## src/hw/rtl/mexp_pkg.sv

```systemverilog
// ----------------------------------------------------------------------------
// mexp_pkg
// Shared widths, modulus constants and unit handshake types for the
// modular exponentiation block.
// ----------------------------------------------------------------------------
package mexp_pkg;

    localparam int BASE_W  = 30;
    localparam int EXP_W   = 32;
    localparam int POWER_W = 30;

    localparam int PROD_W  = 2 * BASE_W;
    localparam int QUOT_W  = 31;
    localparam int REM_W   = 32;

    localparam logic [BASE_W-1:0] PRIME = 30'd1000000007;
    localparam logic [QUOT_W-1:0] MU    = 31'd1152921496;

    localparam logic [REM_W-1:0]  PRIME_X1 = 32'd1000000007;
    localparam logic [REM_W-1:0]  PRIME_X2 = 32'd2000000014;

    typedef logic [BASE_W-1:0] residue_t;

    typedef struct packed {
        logic valid;
        logic sqr;
    } mexp_op_t;

endpackage

```

## src/hw/rtl/mexp_modmul.sv

```systemverilog
// ----------------------------------------------------------------------------
// mexp_modmul
// Four-stage pipelined multiplier modulo the prime, Barrett reduction.
// ----------------------------------------------------------------------------
module mexp_modmul (
    input  logic                aclk,
    input  logic                aresetn,
    input  mexp_pkg::mexp_op_t  req,
    input  mexp_pkg::residue_t  op_a,
    input  mexp_pkg::residue_t  op_b,
    output mexp_pkg::mexp_op_t  rsp,
    output mexp_pkg::residue_t  result
);
    import mexp_pkg::*;

    mexp_op_t            s1_op_reg, s2_op_reg, s3_op_reg, s4_op_reg;
    logic [PROD_W-1:0]   prod_reg;
    logic [REM_W-1:0]    prod_lo_reg;
    logic [QUOT_W-1:0]   quot_reg;
    logic [REM_W-1:0]    rem_reg;
    residue_t            result_reg;

    logic [PROD_W-1:0]          prod_next;
    logic [2*QUOT_W-1:0]        est_full;
    logic [QUOT_W-1:0]          quot_next;
    logic [QUOT_W+BASE_W-1:0]   qp_full;
    logic [REM_W-1:0]           rem_next;
    residue_t                   result_next;

    assign prod_next = PROD_W'(op_a) * PROD_W'(op_b);
    assign est_full  = (2*QUOT_W)'(prod_reg[PROD_W-1:BASE_W-1]) * (2*QUOT_W)'(MU);
    assign quot_next = est_full[2*QUOT_W-1:QUOT_W];
    assign qp_full   = (QUOT_W+BASE_W)'(quot_reg) * (QUOT_W+BASE_W)'(PRIME);
    assign rem_next  = prod_lo_reg - qp_full[REM_W-1:0];

    always_comb begin
        if (rem_reg >= PRIME_X2) begin
            result_next = BASE_W'(rem_reg - PRIME_X2);
        end else if (rem_reg >= PRIME_X1) begin
            result_next = BASE_W'(rem_reg - PRIME_X1);
        end else begin
            result_next = rem_reg[BASE_W-1:0];
        end
    end

    always_ff @(posedge aclk) begin
        if (!aresetn) begin
            s1_op_reg <= '0;
            s2_op_reg <= '0;
            s3_op_reg <= '0;
            s4_op_reg <= '0;
        end else begin
            s1_op_reg <= req;
            s2_op_reg <= s1_op_reg;
            s3_op_reg <= s2_op_reg;
            s4_op_reg <= s3_op_reg;
        end
    end

    always_ff @(posedge aclk) begin
        prod_reg    <= prod_next;
        prod_lo_reg <= prod_reg[REM_W-1:0];
        quot_reg    <= quot_next;
        rem_reg     <= rem_next;
        result_reg  <= result_next;
    end

    assign rsp    = s4_op_reg;
    assign result = result_reg;

endmodule

```

## src/hw/rtl/modular_exponentiation.sv

```systemverilog
// ----------------------------------------------------------------------------
// modular_exponentiation
// base ^ exponent mod 1000000007 by right-to-left square-and-multiply on
// one shared pipelined modular multiplier.
//
//   channel   direction  ports                          payload
//   request   in         s_valid s_ready                s_base[29:0] s_exponent[31:0]
//   result    out        m_valid m_ready                m_power[29:0]
//
// Each exponent bit up to the highest set one is handled in turn: a multiply and
// a square enter the 4-stage multiplier back to back and the square result
// must return before the next bit. A zero exponent gives 1 in the cycle
// after it is accepted.
// One request at a time; s_ready is low until the result is taken.
// Synchronous active-low reset returns the sequencer to idle.
// ----------------------------------------------------------------------------
module modular_exponentiation #(
    parameter int EXP_BITS = 32
) (
    input  logic                          aclk,
    input  logic                          aresetn,
    input  logic                          s_valid,
    output logic                          s_ready,
    input  logic [mexp_pkg::BASE_W-1:0]   s_base,
    input  logic [mexp_pkg::EXP_W-1:0]    s_exponent,
    output logic                          m_valid,
    input  logic                          m_ready,
    output logic [mexp_pkg::POWER_W-1:0]  m_power
);
    import mexp_pkg::*;

    localparam int EXP_USED = (EXP_BITS < EXP_W) ? EXP_BITS : EXP_W;
    localparam logic [EXP_W-1:0] EXP_MASK = {EXP_W{1'b1}} >> (EXP_W - EXP_USED);

    localparam logic [2:0] ST_IDLE = 3'd0;
    localparam logic [2:0] ST_MUL  = 3'd1;
    localparam logic [2:0] ST_SQR  = 3'd2;
    localparam logic [2:0] ST_WAIT = 3'd3;
    localparam logic [2:0] ST_DONE = 3'd4;

    logic [2:0]        state_reg, state_next;
    residue_t          base_reg, base_next;
    residue_t          acc_reg, acc_next;
    logic [EXP_W-1:0]  exp_reg, exp_next;

    logic [EXP_W-1:0]  exp_in;
    residue_t          base_in;
    mexp_op_t          req, rsp;
    residue_t          op_a, result;

    assign exp_in  = s_exponent & EXP_MASK;
    assign base_in = (s_base >= PRIME) ? BASE_W'(s_base - PRIME) : s_base;

    always_comb begin
        req.valid = (state_reg == ST_MUL) || (state_reg == ST_SQR);
        req.sqr   = (state_reg == ST_SQR);
        op_a      = req.sqr ? base_reg : acc_reg;
    end

    always_comb begin
        state_next = state_reg;
        base_next  = base_reg;
        acc_next   = acc_reg;
        exp_next   = exp_reg;
        unique case (state_reg)
            ST_IDLE: begin
                if (s_valid) begin
                    base_next  = base_in;
                    acc_next   = BASE_W'(1);
                    exp_next   = exp_in;
                    state_next = (exp_in == '0) ? ST_DONE : ST_MUL;
                end
            end
            ST_MUL: begin
                state_next = ST_SQR;
            end
            ST_SQR: begin
                state_next = ST_WAIT;
            end
            ST_WAIT: begin
                if (rsp.valid && !rsp.sqr && exp_reg[0]) begin
                    acc_next = result;
                end
                if (rsp.valid && rsp.sqr) begin
                    base_next  = result;
                    exp_next   = exp_reg >> 1;
                    state_next = ((exp_reg >> 1) == '0) ? ST_DONE : ST_MUL;
                end
            end
            ST_DONE: begin
                if (m_ready) begin
                    state_next = ST_IDLE;
                end
            end
            default: begin
                state_next = ST_IDLE;
            end
        endcase
    end

    always_ff @(posedge aclk) begin
        if (!aresetn) begin
            state_reg <= ST_IDLE;
        end else begin
            state_reg <= state_next;
        end
    end

    always_ff @(posedge aclk) begin
        base_reg <= base_next;
        acc_reg  <= acc_next;
        exp_reg  <= exp_next;
    end

    mexp_modmul u_modmul (
        .aclk    (aclk),
        .aresetn (aresetn),
        .req     (req),
        .op_a    (op_a),
        .op_b    (base_reg),
        .rsp     (rsp),
        .result  (result)
    );

    assign s_ready = (state_reg == ST_IDLE);
    assign m_valid = (state_reg == ST_DONE);
    assign m_power = acc_reg;

    a_rsp_in_wait: assert property (@(posedge aclk) disable iff (!aresetn)
        rsp.valid |-> (state_reg == ST_WAIT))
        else $error("multiplier response outside wait state");

    a_power_reduced: assert property (@(posedge aclk) disable iff (!aresetn)
        m_valid |-> (m_power < PRIME))
        else $error("result not reduced below modulus");

    a_one_at_a_time: assert property (@(posedge aclk) disable iff (!aresetn)
        !(s_ready && m_valid))
        else $error("accepting while a result is pending");

    a_zero_exp: assert property (@(posedge aclk) disable iff (!aresetn)
        (s_valid && s_ready && ((s_exponent & EXP_MASK) == '0))
            |=> (m_valid && (m_power == POWER_W'(1))))
        else $error("zero exponent did not give one");

endmodule
```

## config.mk

```make
export PLATFORM = sky130hd
export DESIGN_NAME = modular_exponentiation
export DESIGN_NICKNAME = d
export VERILOG_FILES = /design/src/hw/rtl/mexp_pkg.sv /design/src/hw/rtl/mexp_modmul.sv /design/src/hw/rtl/modular_exponentiation.sv
export SDC_FILE = /design/constraint.sdc
export NUM_CORES = 2
export LEC_CHECK = 0
export BUFFER_PORTS_ARGS = -buffer_cell sky130_fd_sc_hd__buf_2
export CAP_MARGIN = 0
export CORE_MARGIN = 4
export CORE_UTILIZATION = 35
export DETAILED_ROUTE_END_ITERATION = 16
export GPL_ROUTABILITY_DRIVEN = 0
export GPL_TIMING_DRIVEN = 0
export PLACE_DENSITY = 0.57
export SLEW_MARGIN = 20
export SYNTH_ARGS = -nofsm -noshare
export SYNTH_HDL_FRONTEND = slang
export SYNTH_SLANG_ARGS = --single-unit
```

## constraint.sdc

```tcl
create_clock -name aclk -period 25.9 [get_ports aclk]
set_clock_uncertainty 0.05 [all_clocks]
set_input_delay 3.885 -clock aclk [delete_from_list [all_inputs] [get_ports aclk]]
set_output_delay 3.885 -clock aclk [all_outputs]
set_load 0.02 [all_outputs]
```

# ---- Yosys cells after proc, flatten, opt, wreduce, memory -nomap -nowiden
# Index checks and enable logic that the tools add are counted.
dict set report totals {
  latch_bits 0
  in_bits 66
  regBits 288
  mem_count 0
  mem_bits_ro 0
  wordCells 66
  ramBits 0
  out_inout_bits 32
}
dict set report op_classes {
  order_cmp 3
  mul 3
  n_div 0
  eq_ne 8
  n_reduce_logical 12
  n_mux 19
  n_shift 0
  n_bitwise 0
  addsub 4
}
# cell count
set ops {}
lappend ops {{30-bit two-way mux} 8}
lappend ops {{30-bit one-hot mux with 2 select lines} 2}
lappend ops {{30-bit subtractor (second input constant)} 3}
lappend ops {{32-bit logical NOT} 2}
lappend ops {{32-bit two-way mux} 2}
lappend ops {{32-bit one-hot mux with 2 select lines} 1}
lappend ops {{30-bit by 30-bit multiplier with 60-bit output} 1}
lappend ops {{31-bit by 28-bit multiplier with 59-bit output (second input constant)} 1}
lappend ops {{32-bit by 30-bit >= comparator with 1-bit output (second input constant)} 1}
lappend ops {{32-bit by 31-bit >= comparator with 1-bit output (second input constant)} 1}
lappend ops {{31-bit by 30-bit multiplier with 32-bit output (second input constant)} 1}
lappend ops {{32-bit subtractor} 1}
lappend ops {{30-bit >= comparator (second input constant)} 1}
lappend ops {{3-bit two-way mux} 5}
lappend ops {{3-bit one-hot mux with 5 select lines} 1}
lappend ops {{3-bit AND reduction} 3}
lappend ops {{3-bit by 2-bit == test with 1-bit output (second input constant)} 2}
lappend ops {{2-bit != test (second input constant)} 3}
lappend ops {{3-bit by 1-bit == test with 1-bit output (second input constant)} 1}
lappend ops {{3-bit == test (second input constant)} 1}
lappend ops {{1-bit logical AND} 3}
lappend ops {{3-bit logical NOT} 1}
lappend ops {{2-bit by 1-bit != test with 1-bit output (second input constant)} 1}
lappend ops {{2-bit nonzero test} 1}
lappend ops {{2 further kinds} 2}

# ---- Depth between registers and ports, before layout
dict set report depth {
  ltp_word 5
  mapped_depth 34
}

# ---- Modules after synthesis
# From an unflattened synthesis, not the netlist that was laid out.
dict set report unflattened {
  cells_unflattened 6243
  area_unflattened_um2 61069.8
}
# module cells_each area_each_um2 n_inst
set modules_own_cells {}
lappend modules_own_cells {mexp_modmul 5757 55857.3 1}
lappend modules_own_cells {modular_exponentiation 486 5212.5 1}

# ---- Worst setup path before layout
# No wires, ideal clock.
dict set report synth_timing {
  path_kind {register to register}
  start {register state_reg[1]}
  end {register u_modmul.prod_reg[57]}
  n_path_buf 4
  path_stages_with_launch 31
  setup_slack_ns 16.977
  setup_ns 0.095
  period_less_slack_ns 8.923
  t_arrival_ns 8.777
  cell_sequence {dfxtp_1 clkbuf_1 nor3b_1 clkbuf_1 mux2_2 clkbuf_1 and2_1 fa_1 fa_1 fa_1 inv_1 fa_1 inv_1 fa_1 fa_1 fa_1 inv_1 fa_1 inv_1 ha_1 clkbuf_1 a21o_1 a2111o_1 o22ai_1 o21ai_0 a41o_1 a311oi_1 nor3_1 o221ai_1 or4b_1 o311ai_1}
}
dict set report synth_via {
  elab_chain_cells 3
}
# element line_no
set synth_lines {}
lappend synth_lines {{start, declared} modular_exponentiation.sv:41} ;# logic [2:0] state_reg, state_next;
lappend synth_lines {{start signal, assigned} modular_exponentiation.sv:105} ;# state_reg <= state_next;
lappend synth_lines {{3-bit by 2-bit == test with 1-bit output} modular_exponentiation.sv:56} ;# req.sqr = (state_reg == ST_SQR);
lappend synth_lines {{30-bit two-way mux} modular_exponentiation.sv:57} ;# op_a = req.sqr ? base_reg : acc_reg;
lappend synth_lines {{30-bit by 30-bit multiplier with 60-bit output} mexp_modmul.sv:30} ;# assign prod_next = PROD_W'(op_a) * PROD_W'(op_b);
lappend synth_lines {{net u_modmul.prod_next[57]} mexp_modmul.sv:23} ;# logic [PROD_W-1:0] prod_next;
lappend synth_lines {{end signal, assigned} mexp_modmul.sv:61} ;# prod_reg <= prod_next;
lappend synth_lines {{end, declared} mexp_modmul.sv:17} ;# logic [PROD_W-1:0] prod_reg;
# The timed path passes the listed nets, and every way through them passes these cells.
# A chain may end at the register's enable or synchronous reset.

# ---- Worst setup path after layout
dict set report layout_timing {
  start {register state_reg[1]}
  end {register u_modmul.prod_reg[56]}
}
# Same word-level chain as after synthesis.

==> impl_metrics.csv <==
group,metric,value,unit
run_status,outcome,"complete, no violations",
grt,grt_max_degree,25,
finish,fillers,17610,
finish,fin_nets,8653,
floorplanning,core,174000,µm²
critical_path,crit_slowest_cell,"clkbuf_1",
grt,grt_pass1_vias,47163,
min_path,hold_class,"reg -> reg",
timing,max_freq,81.7,MHz
clock_network,ctsHoldBuffers,0,
critical_path,r2r_slack,13.65,ns
placement,port_buffers,97,
synthesis,syn-cell-area,61600,µm²
clock_network,postCtsSetupBuffers,0,
floorplanning,rows,153,
route,vias,44551,
timing,setup_slack,13.65,ns
clock_network,path_clk_slew,0.08,ns
critical_path,cp_max_fo,10,
clock_network,cts_tree,"yes",
floorplanning,dieHeight,427,µm
synthesis,async_flop_share,0,%
synthesis,synth.distinct_cells,74,
synthesis,syn_inst,6402,
critical_path,rr_endpoint,"u_modmul.prod_reg[56]",
clock_network,postCtsResizedCells,0,
grt,grt_pass1_wl,298000,µm
clock_network,cts_buffer_depth,3,
synthesis,ys.flop_type,"dfxtp_1",
clock_network,cts_num_sinks,288,
clock_network,cts_root_buf,"clkbuf_16",
route,wl,198000,µm
timing,max_slew.worst_pin.slew,1.22,ns
critical_path,worst_ep_arrival_time,12.67,ns
run,drv_cap,0,
timing,slew_viol_final,0,
critical_path,max_stage_delay,0.81,ns
grt,antenna_found_initial,18,
route,drt_pre_antenna_iters,6,
synthesis,ys_seq_elements,288,
route,wl_per_cell,22.2,µm
clock_network,cts_made_buffers,35,
grt,overflow,0,
grt,grt_usage,22.0,%
timing,period_share,47.3,%
synthesis,yosys-top-cells-count,"inv_1 (1606), fa_1 (1260), ha_1 (785), nand2_1 (581), and2_1 (542)",
finish,area_growth,7.93,%
placement,place_hpwl,167000,µm
critical_path,critPathCaptureType,"flip-flop",
synthesis,ys_warn_count,0,
synthesis,ys_seq_area_share,10.9,%
timing,slew_headroom,18.7,%
synthesis,avgSynthCellArea,9.62,µm²
critical_path,endpoint,"u_modmul.prod_reg[56]",
route,drt_iter0_drc,3551,
timing,rsz0062_at_grt,"no",
synthesis,synth.area.top_cells,"fa_1 (41%), ha_1 (16%), inv_1 (9.8%)",
clock_network,clkLatencyLatePin,0.61,ns
critical_path,critPathKind,"reg -> reg",
critical_path,worstPathRequired,26.32,ns
timing,fin_crit,12.25,ns
critical_path,crit_top_cell,"fa_1",
floorplanning,die_w,427,µm
critical_path,crit_path_start,"state_reg[1]",
placement,place_ws,13.94,ns
clock_network,htree_levels,2,
route,remaining_drc_errors,0,
timing,finalSetupTns,0,ns
synthesis,synth_edf_count,92,
synthesis,synth.top_cell.area_share,41.0,%
synthesis,syn_nets,8513,
synthesis,synth_top_cell_by_area,"fa_1",
critical_path,r2r_start,"state_reg[1]",
critical_path,rr_worst_depth,31,
floorplanning,initial_core_util,35.3,%
floorplanning,io_pins,98,
synthesis,synth.most_common_cell,"inv_1",
critical_path,crit_path_start_kind,"flip-flop",
timing,finalSetupViolations,0,
timing,hold_viol_final,0,
route,vias_per_cell,5.00,
finish,largest_register_ffs,60,
finish,drive_gt1_share,3.36,%
route,ant_nets,0,
floorplanning,die_area,183000,µm²
==> metrics by stage <==
step                utilization (%)  hold slack, ns  cell area, µm²  cells
floorplan                         -           0.260           61600   6402
global placement               37.3           0.263           65000   8824
detailed placement             37.3           0.262           65100   8830
CTS                            38.1           0.261           66400   8894
global route                   38.1           0.272           66500   8903
finish                         38.1           0.257           66500   8908
==> cells by family after synthesis <==
kind of cell               synth area share (%)
xor gates and xnor gates                   2.79
muxes                                     0.632
buffers and inverters                      11.2
and+or+nand+nor                            11.9
DFF                                        10.9
adders and majority gates                  56.9
AOI/OAI and AO/OA                          5.68
==> critical path, delay by kind of cell, from the launching register on <==
kind            cells  cell delay [ns]
compound gates      6             1.71
simple gates        6             1.98
mux                 1             0.31
buf+inv             9             3.24
flops               1             0.31
fa+ha+maj           9             4.51
==> worst min path at each step <==
stage	start	to	slack, ns	cells after the start
6_report	u_modmul.prod_reg[10]	u_modmul.prod_lo_reg[10]	0.26	0
5_1_grt	u_modmul.prod_reg[10]	u_modmul.prod_lo_reg[10]	0.27	0
4_1_cts	u_modmul.prod_reg[10]	u_modmul.prod_lo_reg[10]	0.26	0
3_5_place_dp	u_modmul.prod_reg[28]	u_modmul.prod_lo_reg[28]	0.26	0
3_3_place_gp	u_modmul.prod_reg[0]	u_modmul.prod_lo_reg[0]	0.26	0
2_1_floorplan	u_modmul.prod_reg[0]	u_modmul.prod_lo_reg[0]	0.26	0
==> cells in the final DEF, fill, tap and decap left out, types with 21 or more instances in the layout <==
master	synthesis	layout
nand2_1	581	581
nor2_1	114	114
clkbuf_1	231	234
ha_1	785	785
mux2_2	31	31
inv_1	1606	1606
a31oi_1	21	21
a211oi_1	22	22
xor2_1	69	69
nand3_1	45	45
edfxtp_1	92	92
buf_2	2	99
a21oi_1	138	138
nor4_1	23	23
xnor2_1	127	127
a21o_1	84	84
fa_1	1260	1260
o21ai_0	94	93
o21a_1	39	39
nand2b_1	22	22
nor3_1	34	34
clkbuf_16	0	35
and3_1	23	23
o21bai_1	29	29
and2_1	542	542
dfxtp_1	196	196
==> layer usage <==
metal / share of wire (%) / GRT usage, % / routed length, µm
met1: 41 / 29.3 / 81400
met2: 45 / 34.2 / 88400
met3: 7.7 / 3.91 / 15200
met4: 6.4 / 11.5 / 12600
met5: 0 / 0 / 0
==> cell type report <==
type / instances / area (µm²) / share of cell area (%)
Antenna cell: 14 / 35.0 / 0.0527
Buffer: 236 / 890 / 1.34
Clock buffer: 41 / 928 / 1.40
Clock inverter: 23 / 370 / 0.557
Inverter: 1606 / 6030 / 9.07
Multi-Input combinational cell: 4272 / 48000 / 72.2
Sequential cell: 288 / 6690 / 10.1
Tap cell: 2325 / 2910 / 4.38
Timing Repair Buffer: 103 / 606 / 0.911
Power is left out: the tool's default activity adds up to more than one toggle a clock period on the data nets, which glitch-free logic cannot reach.
